$ cat config.mk
export PLATFORM = sky130hd
export DESIGN_NAME = c3e_div_chain
export DESIGN_NICKNAME = d
export VERILOG_FILES = /design/src/rtl/c3e_pkg.sv /design/src/rtl/c3e_div_cell.sv /design/src/rtl/c3e_div_chain.sv
export SDC_FILE = /design/constraint.sdc
export NUM_CORES = 2
export LEC_CHECK = 0
export BUFFER_PORTS_ARGS = -buffer_cell sky130_fd_sc_hd__buf_2
export CAP_MARGIN = 20
export CORE_ASPECT_RATIO = 0.6
export CORE_MARGIN = 10
export CORE_UTILIZATION = 55
export DETAILED_ROUTE_END_ITERATION = 8
export PLACE_DENSITY = 0.69
export SLEW_MARGIN = 20
export SYNTH_ARGS = -nofsm -noshare
export SYNTH_HDL_FRONTEND = slang
export SYNTH_SLANG_ARGS = --single-unit
$ cat constraint.sdc
create_clock -name clock -period 9.5 [get_ports clock]
set_input_delay 0.475 -clock clock [delete_from_list [all_inputs] [get_ports clock]]
set_output_delay 0.475 -clock clock [all_outputs]
set_load 0.1 [all_outputs]
$ cat src/rtl/c3e_pkg.sv
package c3e_pkg;

   // Default for the widest image row the history store is sized for.
   localparam int C3E_MAX_WIDTH = 1024;

   // Byte address width of the register port: six 32-bit registers.
   localparam int C3E_ADDR_W = 5;

   // One restoring step per cell gives one quotient bit; eight bits cover 0..255.
   localparam int C3E_DIV_CELLS = 8;

   // What travels from one divider cell to the next, four channel lanes wide.
   typedef struct packed {
      logic            valid;
      logic            eoi;
      logic [3:0]      sat;
      logic [3:0]      zero;
      logic [3:0][15:0] rem;
      logic [3:0][7:0]  quo;
   } c3e_stage_type;

   typedef enum logic [2:0] {
      C3E_ST_IDLE,
      C3E_ST_TAPS,
      C3E_ST_FLUSH,
      C3E_ST_LAUNCH,
      C3E_ST_DIV
   } c3e_state_type;

endpackage

$ cat src/rtl/c3e_div_cell.sv
module c3e_div_cell (
   input  logic                   clock,
   input  logic                   reset,
   input  logic [15:0]            divisor,
   input  c3e_pkg::c3e_stage_type prev_stage,
   output c3e_pkg::c3e_stage_type next_stage
);
   import c3e_pkg::*;

   c3e_stage_type   stage_ff;
   c3e_stage_type   stage_in;
   logic [3:0][16:0] dbl;
   logic [3:0]       ge;

   // One restoring division step per lane: the remainder stays below the divisor.
   always_comb begin
      stage_in = prev_stage;
      for (int l = 0; l < 4; l++) begin
         dbl[l] = {prev_stage.rem[l], 1'b0};
         ge[l]  = dbl[l] >= {1'b0, divisor};
         stage_in.rem[l] = ge[l] ? 16'(dbl[l] - {1'b0, divisor}) : dbl[l][15:0];
         stage_in.quo[l] = {prev_stage.quo[l][6:0], ge[l]};
      end
   end

   always_ff @(posedge clock) begin
      if (reset) begin
         stage_ff <= '0;
      end else begin
         stage_ff <= stage_in;
      end
   end

   assign next_stage = stage_ff;

endmodule

$ cat src/rtl/c3e_div_chain.sv
module c3e_div_chain (
   input  logic             clock,
   input  logic             reset,
   input  logic             launch,
   input  logic             launch_eoi,
   input  logic [3:0][19:0] sums,
   input  logic [15:0]      divisor,
   output logic             result_valid,
   output logic [31:0]      result_pixel,
   output logic             result_eoi
);
   import c3e_pkg::*;

   c3e_stage_type front_ff;
   c3e_stage_type front_in;
   c3e_stage_type links [C3E_DIV_CELLS+1];
   c3e_stage_type last;

   // A sum at or above the divisor saturates; a sum at or below zero gives zero.
   // Otherwise the sum itself is the starting remainder of sum*256/divisor.
   always_comb begin
      front_in       = '0;
      front_in.valid = launch;
      front_in.eoi   = launch_eoi;
      for (int l = 0; l < 4; l++) begin
         front_in.sat[l]  = $signed(sums[l]) >= $signed({4'b0, divisor});
         front_in.zero[l] = $signed(sums[l]) <= $signed(20'd0);
         front_in.rem[l]  = sums[l][15:0];
      end
   end

   always_ff @(posedge clock) begin
      if (reset) begin
         front_ff <= '0;
      end else begin
         front_ff <= front_in;
      end
   end

   assign links[0] = front_ff;

   for (genvar g = 0; g < C3E_DIV_CELLS; g++) begin : g_cell
      c3e_div_cell u_cell (
         .clock      (clock),
         .reset      (reset),
         .divisor    (divisor),
         .prev_stage (links[g]),
         .next_stage (links[g+1])
      );
   end

   assign last         = links[C3E_DIV_CELLS];
   assign result_valid = last.valid;
   assign result_eoi   = last.eoi;

   always_comb begin
      for (int l = 0; l < 4; l++) begin
         if (last.sat[l]) begin
            result_pixel[8*l +: 8] = 8'hFF;
         end else if (last.zero[l]) begin
            result_pixel[8*l +: 8] = 8'h00;
         end else begin
            result_pixel[8*l +: 8] = last.quo[l];
         end
      end
   end

endmodule
==> metrics.txt <==
status complete, no violations; Area growth syn-to-layout 9.23%; Synth Area in Compound Gates 17.9%; clock root buffer master clkbuf_16; Core Region 83200 um^2; initial drt markers 2859; Post-synth EDFFs 0; Slew Limit Fails 0; combinational family with the most area after synthesis simple AND/OR/NAND/NOR gates; slowest cell delay on critical path 0.74 ns; Max VDD drop 134 uV; DR WL/cell 18.9 um; Avg Cell Area, Syn 8.86 um^2; FP Rows 82; GR Util All Layers 24.4%; critical path launch point type input pin; Buf+Inv Stages, Crit Path 3; P_leak 22.8 nW; cells after synthesis 5200; layout cells sized above 1 6.69%; proportion of synthesized area in mux cells 5.83%; routed wire length 123 mm; DR vias/cell 5.79; post-synth top area share 32.4%; Yosys cell types 86; number of routed nets with antenna violations 0; top-count cell post-synth dfxtp_1; delay-heaviest family, CP compound AO/OA/AOI/OAI gates; Required @ worst endpoint 9.99 ns; Layout Nets 6001; Mapped Nets 5900; Initial Util 55.4%; hold crit path type in -> reg; DIE HEIGHT 244 um; Die W 394 um; setup TNS 0 ns; dpl hpwl 87.4 mm; IO Port Bufs 133; first-pass iteration count of the detailed router 6; DRC viols 0; Clk pin slew, worst setup/hold paths 0.06 ns; CP max FO 29; Fill cells 7238; FF+latch count, synth 746; Synth Area in Adders 16.8%; top post-synthesis cells by area dfxtp_1 (32%), ha_1 (16%), mux2i_1 (5.8%); Synth area leader dfxtp_1; vias in the first global route 34100; Setup Skew 0.0265 ns; PwrDens 211 nW/um^2; CTS sink count 746; Max-Cap Viols 0; synthesized area 46100 um^2; DR vias 37600; Synth Area in XOR/XNOR 5.97%; first-pass GRT wire length 192 mm; min cycle time layout 4.00 ns; clock latency on the worst-skew pair 0.66 ns; crit share post-route 42.1%; headroom to the max-slew limit 27.2%; cts bufs inserted 73; Longest Clk Path Bufs 3; Fin. Hold Viols 0; CP arrival 4.49 ns; Setup CP Type in -> reg; gpl congestion 0.916; Highest Clock Rate 0.250 GHz; tightest hold margin 0.0595 ns; Yosys warning total 0; RSZ-0062 raised after global routing false; grt ovf 0; initial antenna violation count 4; worst path cell trace buf_4 > inv_2 > buf_4 > ha_1 > nor2b_1 > o31a_1 > o31a_1 > o41ai_1 > o21ai_1 > nor2_1 > o21a_1 > mux2i_1 > nor2_1; setup violators final 0; Worst setup EP type flop; Synth top cells by count dfxtp_1 (746), nor2_1 (684), ha_1 (572); # IOs 134; CTS tree done; H-tree depth 3; Synth Area in Simple Gates 18.8%; Slowest-stage cell, CP o21a_1; worst slew pin tran 1.09 ns; async set or reset register ratio after synthesis 0%; sequential element share of the synthesized area 32.4%; die area 96100 um^2; pin count of the biggest net entering global routing 229; PostCTS Resize Cnt 0; Top FF cell, synth dfxtp_1
-- worst reg2reg max path, stage by stage (launching register included) --
cell	delay [ns]
dfxtp_1	0.31
ha_1	0.29
nor2b_1	0.14
o31a_1	0.30
o31a_1	0.27
o41ai_1	0.57
o21ai_1	0.23
nor2_1	0.14
o21a_1	0.74
mux2i_1	0.29
nor2_1	0.06
-- timing repair --
action / 4_1_cts / 5_1_grt
endpoints found under the setup margin: 0 / 0
hold buffers: 2 / 0
buffers inserted: 0 / 0
hold endpoints to repair: 2 / 0
-- final cells by class --
type	instances	area, um^2	share of cell area (%)
multi-input combinational	4191	30100	59.9
clock buffer	91	2010	3.99
clock inverter	36	368	0.731
inverter	119	447	0.888
antenna	3	7.51	0.0149
tap	1134	1420	2.82
sequential	746	14900	29.7
timing repair buffer	170	983	1.95
-- power breakdown --
| group | internal [W] | leakage (nW) | switching (W) |
|---|---|---|---|
| logic | 0.00168 | 15.6 | 0.00219 |
| registers | 0.00355 | 6.09 | 0.000277 |
| clock network | 0.00164 | 1.17 | 0.00128 |
| total | 0.00686 | 22.8 | 0.00375 |
-- path summary, 6_finish.rpt --
path                                                                  from                                    endpoint  slack, ns  cells past startpoint
worst max-delay path                                            divisor[1]  g_cell[3].u_cell.next_stage[92]$_SDFF_PP0_       5.50                     13
worst min-delay path                                              sums[75]                     front_ff[95]$_SDFF_PP0_       0.06                      2
worst max register to register  g_cell[2].u_cell.next_stage[80]$_SDFF_PP0_  g_cell[3].u_cell.next_stage[92]$_SDFF_PP0_       6.00                     10
worst min register to register  g_cell[6].u_cell.next_stage[27]$_SDFF_PP0_  g_cell[7].u_cell.next_stage[28]$_SDFF_PP0_       0.42                      1
-- layout by cell type (no fill, tap or decap), types with 68 or more instances in the layout --
master / count
a211oi_1: 68
a21o_1: 181
a21oi_1: 384
buf_2: 130
clkbuf_16: 74
dfxtp_1: 746
ha_1: 572
inv_1: 103
mux2i_1: 267
nand2_1: 193
nand3_1: 96
nor2_1: 684
nor2b_1: 372
nor3_1: 114
o21a_1: 87
o21ai_0: 187
xnor2_1: 204
xor2_1: 110
-- stage by stage --
| step | std cells | setup WS, ns | power (W) | instance area [um^2] | util (%) |
|---|---|---|---|---|---|
| 2_1_floorplan | 5200 | 5.81 | 0.00684 | 46100 | - |
| 3_3_place_gp | 6357 | 5.02 | 0.00761 | 47900 | 57.5 |
| 3_5_place_dp | 6357 | 4.84 | 0.00768 | 47900 | 57.6 |
| 4_1_cts | 6486 | 5.53 | 0.0106 | 50300 | 60.4 |
| 5_1_grt | 6487 | 5.27 | 0.0113 | 50300 | 60.5 |
| 6_report | 6490 | 5.50 | 0.0106 | 50300 | 60.5 |
-- logic make-up after synthesis --
group / Yosys count
fa+ha+maj: 600
flops: 746
buf+inv: 263
simple gates: 1764
xor+xnor: 314
mux: 268
compound gates: 1245
-- flip-flops by register name, summed over array words and instances, names as in the netlist --
| signal | flops |
|---|---|
| front_ff | 74 |
| g_cell.u_cell.next_stage | 672 |
-- per-layer routing --
metal	vias to the layer above	wire, um	GRT usage (%)
li1	18900	-	-
met1	17200	62700	37.4
met2	1300	47200	33.5
met3	176	10000	5.58
met4	0	3000	6.40
met5	-	0	0
Note: power is estimated with default switching activity, not from simulation.
